--- config.mk ---
export PLATFORM = sky130hd
export DESIGN_NAME = rest_lockout_supervisor
export DESIGN_NICKNAME = d
export VERILOG_FILES = /design/src/hw/rtl/rls_pkg.sv /design/src/hw/rtl/rls_step.sv /design/src/hw/rtl/rls_sec_div.sv /design/src/hw/rtl/rest_lockout_supervisor.sv
export SDC_FILE = /design/constraint.sdc
export NUM_CORES = 1
export LEC_CHECK = 0
export BUFFER_PORTS_ARGS = -buffer_cell sky130_fd_sc_hd__buf_2
export CAP_MARGIN = 20
export CORE_UTILIZATION = 30
export CTS_CLUSTER_SIZE = 12
export DETAILED_ROUTE_END_ITERATION = 8
export PLACE_DENSITY = 0.54
export SYNTH_ARGS = -nofsm -noshare
export SYNTH_HDL_FRONTEND = slang
export SYNTH_SLANG_ARGS = --single-unit
export TNS_END_PERCENT = 30
--- constraint.sdc ---
create_clock -name clk -period 10.1 [get_ports clk]
set_input_delay 1.515 -clock clk [delete_from_list [all_inputs] [get_ports clk]]
set_output_delay 1.515 -clock clk [all_outputs]
set_load 0.1 [all_outputs]
--- src/hw/rtl/rls_pkg.sv ---
// ----------------------------------------------------------------------------
// rls_pkg
// Shared types and constants for the rest lockout supervisor.
// ----------------------------------------------------------------------------
package rls_pkg;

	// supervisor modes
	typedef enum logic [1:0] {
		MODE_SAFE   = 2'd0,
		MODE_WARN   = 2'd1,
		MODE_LOCKED = 2'd2
	} mode_t;

	// event codes
	localparam logic [1:0] CMD_REP    = 2'd0;
	localparam logic [1:0] CMD_REFUSE = 2'd1;
	localparam logic [1:0] CMD_CLEAR  = 2'd2;
	localparam logic [1:0] CMD_QUERY  = 2'd3;

	// rest time held in milliseconds: 65535 * 1000 fits in 26 bits
	localparam int unsigned REST_MS_W = 26;
	localparam logic [9:0]  MS_PER_SECOND = 10'd1000;
	localparam logic [REST_MS_W-1:0] REST_MS_RESET = 26'd60000;

	localparam logic [7:0] COUNT_MAX = 8'd255;

	// x / 1000 == ((x >> 3) * RECIP_125) >> RECIP_SHIFT, exact for x < 2^26
	localparam logic [23:0] RECIP_125   = 24'd8589935;
	localparam int unsigned RECIP_SHIFT = 30;

	// input transaction
	typedef struct packed {
		logic [1:0]  cmd;
		logic        fatigue;
		logic [31:0] time_ms;
	} in_t;

	// result transaction
	typedef struct packed {
		logic        accepted;
		mode_t       mode;
		logic        is_locked;
		logic [15:0] remain_seconds;
		logic [7:0]  blocked_count;
	} out_t;

	// step outcome carried between the state stage and the result stage
	typedef struct packed {
		logic                 accepted;
		mode_t                mode;
		logic [7:0]           count;
		logic                 resting;
		logic [REST_MS_W-1:0] diff_ms;
	} step_t;

endpackage

--- src/hw/rtl/rls_step.sv ---
// ----------------------------------------------------------------------------
// rls_step
// Supervisor state and the per-event transition logic.
// ----------------------------------------------------------------------------
module rls_step (
	input  logic                          clk,
	input  logic                          arst_n,
	input  logic                          adv,
	input  rls_pkg::in_t                  item,
	input  logic [rls_pkg::REST_MS_W-1:0] rest_ms,
	output rls_pkg::step_t                step
);
	import rls_pkg::*;

	mode_t       mode_q, mode_n;
	logic [31:0] lock_start_q, lock_start_n;
	logic [7:0]  count_q, count_n;
	logic        accepted;
	logic [31:0] elapsed_c;
	logic [31:0] elapsed_o;
	logic        rest_over;
	logic        restart;

	// elapsed time since lock start, wrapping
	assign elapsed_c = item.time_ms - lock_start_q;
	assign rest_over = elapsed_c >= {{(32-REST_MS_W){1'b0}}, rest_ms};

	// transition for one event
	always_comb begin
		mode_n       = mode_q;
		lock_start_n = lock_start_q;
		count_n      = count_q;
		accepted     = 1'b0;
		restart      = 1'b0;
		case (item.cmd)
			CMD_REP: begin
				if (mode_q == MODE_SAFE && item.fatigue) begin
					mode_n = MODE_WARN;
				end
			end
			CMD_REFUSE: begin
				if (mode_q == MODE_WARN || mode_q == MODE_LOCKED) begin
					mode_n       = MODE_LOCKED;
					lock_start_n = item.time_ms;
					restart      = 1'b1;
					if (count_q != COUNT_MAX) begin
						count_n = count_q + 8'd1;
					end
				end
			end
			CMD_CLEAR: begin
				if (mode_q == MODE_WARN) begin
					mode_n   = MODE_SAFE;
					accepted = 1'b1;
				end else if (mode_q == MODE_LOCKED && rest_over) begin
					mode_n   = MODE_SAFE;
					count_n  = '0;
					accepted = 1'b1;
				end
			end
			default: begin
			end
		endcase
	end

	// remaining rest time after the step; a restart means zero elapsed
	assign elapsed_o = restart ? 32'd0 : elapsed_c;

	always_comb begin
		step.accepted = accepted;
		step.mode     = mode_n;
		step.count    = count_n;
		step.resting  = (mode_n == MODE_LOCKED) &&
		                (elapsed_o < {{(32-REST_MS_W){1'b0}}, rest_ms});
		step.diff_ms  = rest_ms - elapsed_o[REST_MS_W-1:0];
	end

	// supervisor state
	always_ff @(posedge clk or negedge arst_n) begin
		if (!arst_n) begin
			mode_q       <= MODE_SAFE;
			lock_start_q <= '0;
			count_q      <= '0;
		end else if (adv) begin
			mode_q       <= mode_n;
			lock_start_q <= lock_start_n;
			count_q      <= count_n;
		end
	end

endmodule

--- src/hw/rtl/rls_sec_div.sv ---
// ----------------------------------------------------------------------------
// rls_sec_div
// Remaining milliseconds to whole seconds (truncated quotient plus one), with saturation.
// ----------------------------------------------------------------------------
module rls_sec_div (
	input  logic                          resting,
	input  logic [rls_pkg::REST_MS_W-1:0] diff_ms,
	output logic [15:0]                   remain_seconds
);
	import rls_pkg::*;

	logic [22:0] eighths;
	logic [46:0] prod;
	logic [16:0] quot;
	logic [16:0] secs;

	// divide by 8 with a shift, then by 125 with a reciprocal multiply
	assign eighths = diff_ms[REST_MS_W-1:3];
	assign prod    = {24'd0, eighths} * {23'd0, RECIP_125};
	assign quot    = prod[RECIP_SHIFT+16:RECIP_SHIFT];
	assign secs    = quot + 17'd1;

	// zero once the rest is over, clamp at the field ceiling
	always_comb begin
		if (!resting) begin
			remain_seconds = '0;
		end else if (secs[16]) begin
			remain_seconds = 16'hFFFF;
		end else begin
			remain_seconds = secs[15:0];
		end
	end

endmodule

--- src/hw/rtl/rest_lockout_supervisor.sv ---
// ----------------------------------------------------------------------------
// rest_lockout_supervisor
// Safe / warn / locked supervisor with a forced rest time before unlock.
//
//   channel  | signals                        | carries
//   ---------+--------------------------------+------------------------------
//   in       | in_valid, in_ready, in_data    | cmd, fatigue, time_ms
//   out      | out_valid, out_ready, out_data | accepted, mode, is_locked,
//            |                                | remain_seconds, blocked_count
//   cfg      | cfg_we, cfg_data               | rest_seconds
//
// One transaction per cycle sustained while out_ready stays high; a result
// passes the input register, the state stage and the result register in order.
// The state advances when a transaction moves into the state stage.
// Stalls on the out side back up stage by stage; in_ready drops only when
// every stage is full. Reset needs no clearing pass; rest time resets to 60 s.
// ----------------------------------------------------------------------------
module rest_lockout_supervisor (
	input  logic           clk,
	input  logic           arst_n,
	input  logic           in_valid,
	output logic           in_ready,
	input  rls_pkg::in_t   in_data,
	output logic           out_valid,
	input  logic           out_ready,
	output rls_pkg::out_t  out_data,
	input  logic           cfg_we,
	input  logic [15:0]    cfg_data
);
	import rls_pkg::*;

	logic [REST_MS_W-1:0] rest_ms_val_q;
	in_t                  item_s1;
	logic                 valid_s1;
	step_t                step;
	step_t                step_s2;
	logic                 valid_s2;
	logic                 out_valid_q;
	out_t                 out_q;
	logic [15:0]          remain_seconds;
	logic                 adv_s2;
	logic                 adv_out;
	logic                 in_fire;

	// rest time kept in milliseconds, converted at the write
	always_ff @(posedge clk or negedge arst_n) begin
		if (!arst_n) begin
			rest_ms_val_q <= REST_MS_RESET;
		end else if (cfg_we) begin
			rest_ms_val_q <= REST_MS_W'({10'd0, cfg_data} * {16'd0, MS_PER_SECOND});
		end
	end

	// pipeline flow control
	assign adv_out  = valid_s2 && (!out_valid_q || out_ready);
	assign adv_s2   = valid_s1 && (!valid_s2 || adv_out);
	assign in_ready = !valid_s1 || adv_s2;
	assign in_fire  = in_valid && in_ready;

	always_ff @(posedge clk or negedge arst_n) begin
		if (!arst_n) begin
			valid_s1    <= 1'b0;
			valid_s2    <= 1'b0;
			out_valid_q <= 1'b0;
		end else begin
			valid_s1    <= in_fire || (valid_s1 && !adv_s2);
			valid_s2    <= adv_s2 || (valid_s2 && !adv_out);
			out_valid_q <= adv_out || (out_valid_q && !out_ready);
		end
	end

	// input register
	always_ff @(posedge clk) begin
		if (in_fire) begin
			item_s1 <= in_data;
		end
	end

	// state and transition
	rls_step u_step (
		.clk     (clk),
		.arst_n  (arst_n),
		.adv     (adv_s2),
		.item    (item_s1),
		.rest_ms (rest_ms_val_q),
		.step    (step)
	);

	always_ff @(posedge clk) begin
		if (adv_s2) begin
			step_s2 <= step;
		end
	end

	// seconds remaining
	rls_sec_div u_sec_div (
		.resting        (step_s2.resting),
		.diff_ms        (step_s2.diff_ms),
		.remain_seconds (remain_seconds)
	);

	// result register
	always_ff @(posedge clk) begin
		if (adv_out) begin
			out_q.accepted       <= step_s2.accepted;
			out_q.mode           <= step_s2.mode;
			out_q.is_locked      <= (step_s2.mode == MODE_LOCKED);
			out_q.remain_seconds <= remain_seconds;
			out_q.blocked_count  <= step_s2.count;
		end
	end

	assign out_valid = out_valid_q;
	assign out_data  = out_q;

endmodule

# After elaboration in Yosys (flattened, before gate mapping)

Index checks and enable logic that the tools add are counted.

Magnitude comparators: 2
Eq/ne operators: 7
Mux-type cells: 16
Reductions and logical operators: 25
Add/sub/neg operators: 4
$mul: 2

Operator list:

| operator                                                               | count |
|---|---|
| 23-bit by 24-bit multiplier with 47-bit output (second input constant) | 1 |
| 32-bit by 26-bit >= comparator with 1-bit output                       | 1 |
| 32-bit by 26-bit less-than comparator with 1-bit output                | 1 |
| 32-bit 2-to-1 mux                                                      | 1 |
| 8-bit 2-to-1 mux                                                       | 4 |
| 32-bit subtractor                                                      | 1 |
| 26-bit subtractor                                                      | 1 |
| 16-bit by 7-bit multiplier with 23-bit output (second input constant)  | 1 |
| 17-bit by 1-bit adder with 17-bit output (second input constant)       | 1 |
| 16-bit 2-to-1 mux                                                      | 1 |
| 8-bit case mux with 2 select lines                                     | 1 |
| 1-bit logical AND                                                      | 9 |
| 8-bit by 1-bit adder with 8-bit output (second input constant)         | 1 |
| 2-bit equality test (second input constant)                            | 4 |
| 2-bit 2-to-1 mux                                                       | 4 |
| 8-bit inequality test (second input constant)                          | 1 |
| 1-bit logical OR                                                       | 7 |
| 1-bit zero test                                                        | 6 |
| 2-bit case mux with 3 select lines                                     | 1 |
| 2-bit by 1-bit equality test with 1-bit output (second input constant) | 2 |
| 2-bit zero test                                                        | 2 |
| 1-bit 2-to-1 mux                                                       | 4 |
| 3-bit AND reduction                                                    | 1 |

Word-level logic and storage cells: 76
Output and inout port bits: 30
Register bits: 169

# Depth between registers and ports, before layout

Depth after elaboration: 8
Gate-level depth with buffers: 33
Depth with buffers taken out: 30

# Modules after synthesis

Synthesis repeated with hierarchy kept, for this count alone.

Cells, all modules: 2,344
Area, all modules: 22,816.9 um2

Modules (own cells, without submodules):

| module                  | area each (um2) | cells an instance | times used |
|---|---|---|---|
| rls_sec_div             | 9,157.5         | 1,001             | 1 |
| rest_lockout_supervisor | 6,902.9         | 490               | 1 |
| rls_step                | 6,756.5         | 853               | 1 |

# Worst setup path before layout

Ideal clock, no wire load.

Path type: register -> register
Start: register step_s2[23] (netlist bit)
End: register out_q, in the netlist out_data[12], data pin
Library setup time: 0.147 ns
Required time: 9.953 ns
Slack: 2.349 ns
Data arrival time: 7.604 ns
Buffers on the path: 3
Stages on the path, launching flop included: 30
Path through: edfxtp_1 > fa_1 > fa_1 > inv_1 > fa_1 > inv_1 > fa_1 > fa_1 > fa_1 > inv_1 > fa_1 > inv_1 > ha_1 > a21o_1 > a311o_1 > o221ai_1 > nand3_1 > o21ai_0 > xnor2_1 > ha_1 > nand2_1 > nor3b_1 > and3_1 > and4_1 > buf_4 > mux2i_1 > and3b_1 > buf_6 > buf_8 > a21oi_2

Longest elaborated chain between the ends: 3

Ends and longest elaborated chain:

| item                                           | RTL line                      | RTL |
|---|---|---|
| start: declaration                             | rest_lockout_supervisor.sv:36 | `step_t step_s2;` |
| start signal: assignment                       | rest_lockout_supervisor.sv:91 | `step_s2 <= step;` |
| 23-bit by 24-bit multiplier with 47-bit output | rls_sec_div.sv:19             | `assign prod = {24'd0, eighths} * {23'd0, RECIP_125};` |
| 17-bit by 1-bit adder with 17-bit output       | rls_sec_div.sv:21             | `assign secs = quot + 17'd1;` |
| 16-bit 2-to-1 mux                              | rls_sec_div.sv:27             | `end else if (secs[16]) begin` |
| end: declaration                               | rest_lockout_supervisor.sv:39 | `out_t out_q;` |

No other way between the ends.
A chain may end at the register's enable or synchronous reset.

# Worst setup path in the final report

Start: register step_s2[23] (netlist bit)
End: register out_q, in the netlist out_data[23], data pin

Same word-level chain as after synthesis.

==> impl_metrics.sql <==
INSERT INTO impl_metrics (metric_group, metric, value, unit) VALUES
('outcome', 'status', 'finished, final reports clean', ''),
('timing', 'timing.hold.ws', '0.421', 'ns'),
('worst_setup_path', 'rr_endpoint', 'out_data[23]', ''),
('finish', 'areaGrowthSynthToFinish', '9.85', '%'),
('floorplanning', 'placement_rows', '97', ''),
('synth', 'synthesis.area_per_instance', '10.1', 'sq um'),
('finish', 'design.final.nets', '2849', ''),
('worst_setup_path', 'startpoint_type', 'flop', ''),
('synth', 'synthTopCellsByArea', 'sky130_fd_sc_hd__ha_1 (24%), sky130_fd_sc_hd__fa_1 (20%), sky130_fd_sc_hd__edfxtp_1 (14%)', ''),
('placed_design', 'dp_hpwl', '41.1', 'mm'),
('synth', 'netlist_area', '0.0212', 'sq mm'),
('clock_tree', 'htree_num_levels', '4', ''),
('floorplanning', 'ios', '86', ''),
('timing', 'final-max-slew-violation-count', '0', ''),
('floorplanning', 'fp.coreArea', '0.0700', 'sq mm'),
('floorplanning', 'die_height', '268', 'um'),
('routing', 'vias_per_inst', '4.63', ''),
('timing', 'final_setup_violation_count', '0', ''),
('timing', 'layout_setup_ws', '1.26', 'ns'),
('timing', 'finalClockSkew', '0.0123', 'ns'),
('worst_setup_path', 'rrSetupSlack', '1.26', 'ns'),
('routing', 'drc', '0', ''),
('synth', 'synthesis.nets', '2767', ''),
('timing', 'final.min_clock_period', '8.84', 'ns'),
('worst_setup_path', 'worstSetupStartpoint', 'step_s2[23]', ''),
('placed_design', 'port_buffers', '85', ''),
('clock_tree', 'clock_path_buffers', '2', ''),
('synth', 'seq_area_frac_synth', '21.9', '%'),
('worst_setup_path', 'required_time_of_the_worst_setup_path', '10.28', 'ns'),
('synth', 'synth-edff-count', '98', ''),
('global_routing', 'antenna_found_initial', '0', ''),
('worst_setup_path', 'critical_path.max_fanout', '14', ''),
('timing', 'worst_slew_margin_rel', '36.5', '%'),
('routing', 'detail_route.first_pass.iterations', '4', ''),
('clock_tree', 'clk_pin_slew_worst_paths', '0.07', 'ns'),
('finish', 'finalNonFillerCells', '3136', ''),
('synth', 'synthesis.instances', '2101', ''),
('clock_tree', 'post_cts_repair_timing_setup_buffer_count', '0', ''),
('timing', 'clock.fmax', '113', 'MHz'),
('synth', 'synth_warnings', '0', ''),
('synth', 'ys_async_sr_fraction', '41.0', '%'),
('floorplanning', 'die_area', '0.0718', 'sq mm'),
('routing', 'drt-wirelength-per-cell', '15.3', 'um'),
('clock_tree', 'post_cts_resize_count', '0', ''),
('routing', 'antenna_violating_nets_post_route', '0', ''),
('min_path', 'min_path_type', 'reg2reg', ''),
('timing', 'actual_slew_at_the_worst_max_slew_pin', '0.953', 'ns'),
('timing', 'timing_hold_violations_final', '0', ''),
('placed_design', 'placed_cells', '3104', ''),
('clock_tree', 'cts-buffers-inserted', '17', ''),
('clock_tree', 'cts_sinks', '166', ''),
('clock_tree', 'clock_tree.root_cell', 'sky130_fd_sc_hd__clkbuf_16', ''),
('worst_setup_path', 'worst_ep_arrival_time', '9.02', 'ns'),
('clock_tree', 'clock_latency', '0.48', 'ns'),
('placed_design', 'routabilityCongestion', '0.902', ''),
('global_routing', 'vias_in_the_first_global_route', '15437', ''),
('flow_run', 'maxCapViolations', '0', ''),
('worst_setup_path', 'setup.worst_path.end_class', 'flop', ''),
('worst_setup_path', 'rr_startpoint', 'step_s2[23]', ''),
('synth', 'synth-main-ff-cell', 'sky130_fd_sc_hd__edfxtp_1', ''),
('synth', 'synth.distinct_cells', '88', ''),
('routing', 'drt_iter0_drc', '648', ''),
('synth', 'ys_seq_elements', '166', ''),
('worst_setup_path', 'r2r.worst_path.cells', '26', ''),
('synth', 'synth.top_cell.area_share', '23.6', '%'),
('clock_tree', 'tritoncts', 'built', ''),
('timing', 'unrepaired_setup_endpoints_after_global_routing', 'false', ''),
('timing', 'post-route-period-util', '87.5', '%'),
('floorplanning', 'chipWidth', '268', 'um'),
('synth', 'synth_area_leader_cell', 'sky130_fd_sc_hd__ha_1', ''),
('placed_design', 'dpl_worst_slack', '1.23', 'ns');
-- layout make-up --
class,count,area (sq um)
clock buffer,18,429
clock inverter,14,150
fill,7230,46700
inverter,433,1630
multi-input combinational,1475,14800
sequential,166,4650
tap,940,1180
timing repair buffer,90,463
-- worst max-delay path, stage by stage (launching register included) --
cell                       delay (ns)
sky130_fd_sc_hd__edfxtp_1        0.57
sky130_fd_sc_hd__fa_1            0.64
sky130_fd_sc_hd__inv_1           0.07
sky130_fd_sc_hd__fa_1            0.51
sky130_fd_sc_hd__inv_1           0.06
sky130_fd_sc_hd__fa_1            0.51
sky130_fd_sc_hd__fa_1            0.52
sky130_fd_sc_hd__fa_1            0.55
sky130_fd_sc_hd__inv_1           0.06
sky130_fd_sc_hd__fa_1            0.56
sky130_fd_sc_hd__inv_1           0.06
sky130_fd_sc_hd__fa_1            0.42
sky130_fd_sc_hd__ha_1            0.36
sky130_fd_sc_hd__a21o_1          0.20
sky130_fd_sc_hd__a311o_1         0.31
sky130_fd_sc_hd__o221ai_1        0.19
sky130_fd_sc_hd__nand3_1         0.09
sky130_fd_sc_hd__o21ai_0         0.33
sky130_fd_sc_hd__xnor2_1         0.25
sky130_fd_sc_hd__ha_1            0.25
sky130_fd_sc_hd__nand2_1         0.09
sky130_fd_sc_hd__nor3b_1         0.46
sky130_fd_sc_hd__and3_1          0.23
sky130_fd_sc_hd__and4_1          0.30
sky130_fd_sc_hd__mux2i_1         0.11
sky130_fd_sc_hd__and3b_1         0.67
sky130_fd_sc_hd__a31oi_1         0.18
-- worst min-delay path by stage --
stage,cells after the start,to,start,slack [ns]
global placement,0,out_data[27],step_s2[37],0.41
finish,0,out_data[3],step_s2[30],0.42
detailed placement,0,out_data[1],step_s2[28],0.40
global route,0,out_data[3],step_s2[30],0.42
CTS,0,out_data[3],step_s2[30],0.42
floorplan,0,out_data[0],step_s2[27],0.40
-- per-stage QoR --
stage	cell area, sq um	utilization (%)
floorplan	21200	-
global placement	22700	32.5
detailed placement	22700	32.5
CTS	23300	33.3
global route	23300	33.3
finish	23300	33.3
-- cells in the mapped netlist (8+ instances only) --
cell type,n
sky130_fd_sc_hd__dfrtp_1,61
sky130_fd_sc_hd__mux2_2,32
sky130_fd_sc_hd__and3_1,18
sky130_fd_sc_hd__nand2b_1,17
sky130_fd_sc_hd__a31oi_1,14
sky130_fd_sc_hd__fa_1,210
sky130_fd_sc_hd__o21ai_1,14
sky130_fd_sc_hd__nor2b_1,20
sky130_fd_sc_hd__mux2i_1,10
sky130_fd_sc_hd__a211oi_1,8
sky130_fd_sc_hd__or3_1,10
sky130_fd_sc_hd__a21oi_2,13
sky130_fd_sc_hd__o2111ai_1,8
sky130_fd_sc_hd__inv_1,432
sky130_fd_sc_hd__ha_1,400
sky130_fd_sc_hd__nor2_1,64
sky130_fd_sc_hd__nand2_1,114
sky130_fd_sc_hd__nand3_1,36
sky130_fd_sc_hd__o21ai_0,64
sky130_fd_sc_hd__a21o_1,41
sky130_fd_sc_hd__and2_1,9
sky130_fd_sc_hd__a21oi_1,79
sky130_fd_sc_hd__nand4_1,15
sky130_fd_sc_hd__a211o_1,8
sky130_fd_sc_hd__o211ai_1,8
sky130_fd_sc_hd__xor2_1,27
sky130_fd_sc_hd__xnor2_1,61
sky130_fd_sc_hd__o21a_1,27
sky130_fd_sc_hd__nor3_1,27
sky130_fd_sc_hd__o21bai_1,11
sky130_fd_sc_hd__clkbuf_1,18
sky130_fd_sc_hd__edfxtp_1,98
-- routing by layer --
metal,up-vias,share of wire [%],GRT usage (%)
met4,0,3.7,5.93
met2,169,48,23.8
li1,7268,-,-
met5,-,0,0
met1,7006,46,17.7
met3,71,2.3,2.20
-- sequential cells by signal (all words and copies together), names as in the netlist --
signal               cells
item_s1                 35
step_s2                 35
u_step.lock_start_q     32
out_data                28
rest_ms_val_q           23
u_step.count_q           8
u_step.mode_q            2
out_valid                1
valid_s1                 1
valid_s2                 1
-- cell usage in the layout (no fill, tap or decap), types with 8 or more instances in the layout --
master,Yosys,routed
sky130_fd_sc_hd__ha_1,400,400
sky130_fd_sc_hd__edfxtp_1,98,98
sky130_fd_sc_hd__and3_1,18,18
sky130_fd_sc_hd__a21o_1,41,41
sky130_fd_sc_hd__a21oi_2,13,13
sky130_fd_sc_hd__nor2_1,64,64
sky130_fd_sc_hd__mux2_2,32,32
sky130_fd_sc_hd__nand2b_1,17,17
sky130_fd_sc_hd__and2_1,9,8
sky130_fd_sc_hd__dfrtp_1,61,61
sky130_fd_sc_hd__a31oi_1,14,14
sky130_fd_sc_hd__xnor2_1,61,61
sky130_fd_sc_hd__nand4_1,15,15
sky130_fd_sc_hd__o2111ai_1,8,8
sky130_fd_sc_hd__a211oi_1,8,8
sky130_fd_sc_hd__o21a_1,27,27
sky130_fd_sc_hd__clkbuf_16,0,17
sky130_fd_sc_hd__nand2_1,114,114
sky130_fd_sc_hd__o21bai_1,11,11
sky130_fd_sc_hd__o21ai_1,14,14
sky130_fd_sc_hd__a21oi_1,79,79
sky130_fd_sc_hd__mux2i_1,10,10
sky130_fd_sc_hd__inv_1,432,432
sky130_fd_sc_hd__or3_1,10,10
sky130_fd_sc_hd__o211ai_1,8,8
sky130_fd_sc_hd__o21ai_0,64,64
sky130_fd_sc_hd__buf_2,4,85
sky130_fd_sc_hd__nand3_1,36,36
sky130_fd_sc_hd__xor2_1,27,27
sky130_fd_sc_hd__nor3_1,27,27
sky130_fd_sc_hd__a211o_1,8,8
sky130_fd_sc_hd__fa_1,210,210
sky130_fd_sc_hd__nor2b_1,20,20
-- logic make-up after synthesis --
| family | Yosys count | share of synthesized area, % |
|---|---|---|
| fa+ha+maj | 610 | 43.4 |
| buf+inv | 460 | 8.26 |
| simple gates | 373 | 8.98 |
| compound gates | 362 | 11.7 |
| flops | 166 | 21.9 |
| xor+xnor | 88 | 3.63 |
| mux | 42 | 2.17 |
Power is not shown: default switching activity piles up to over one toggle a cycle in this logic, so the estimate is an artifact.
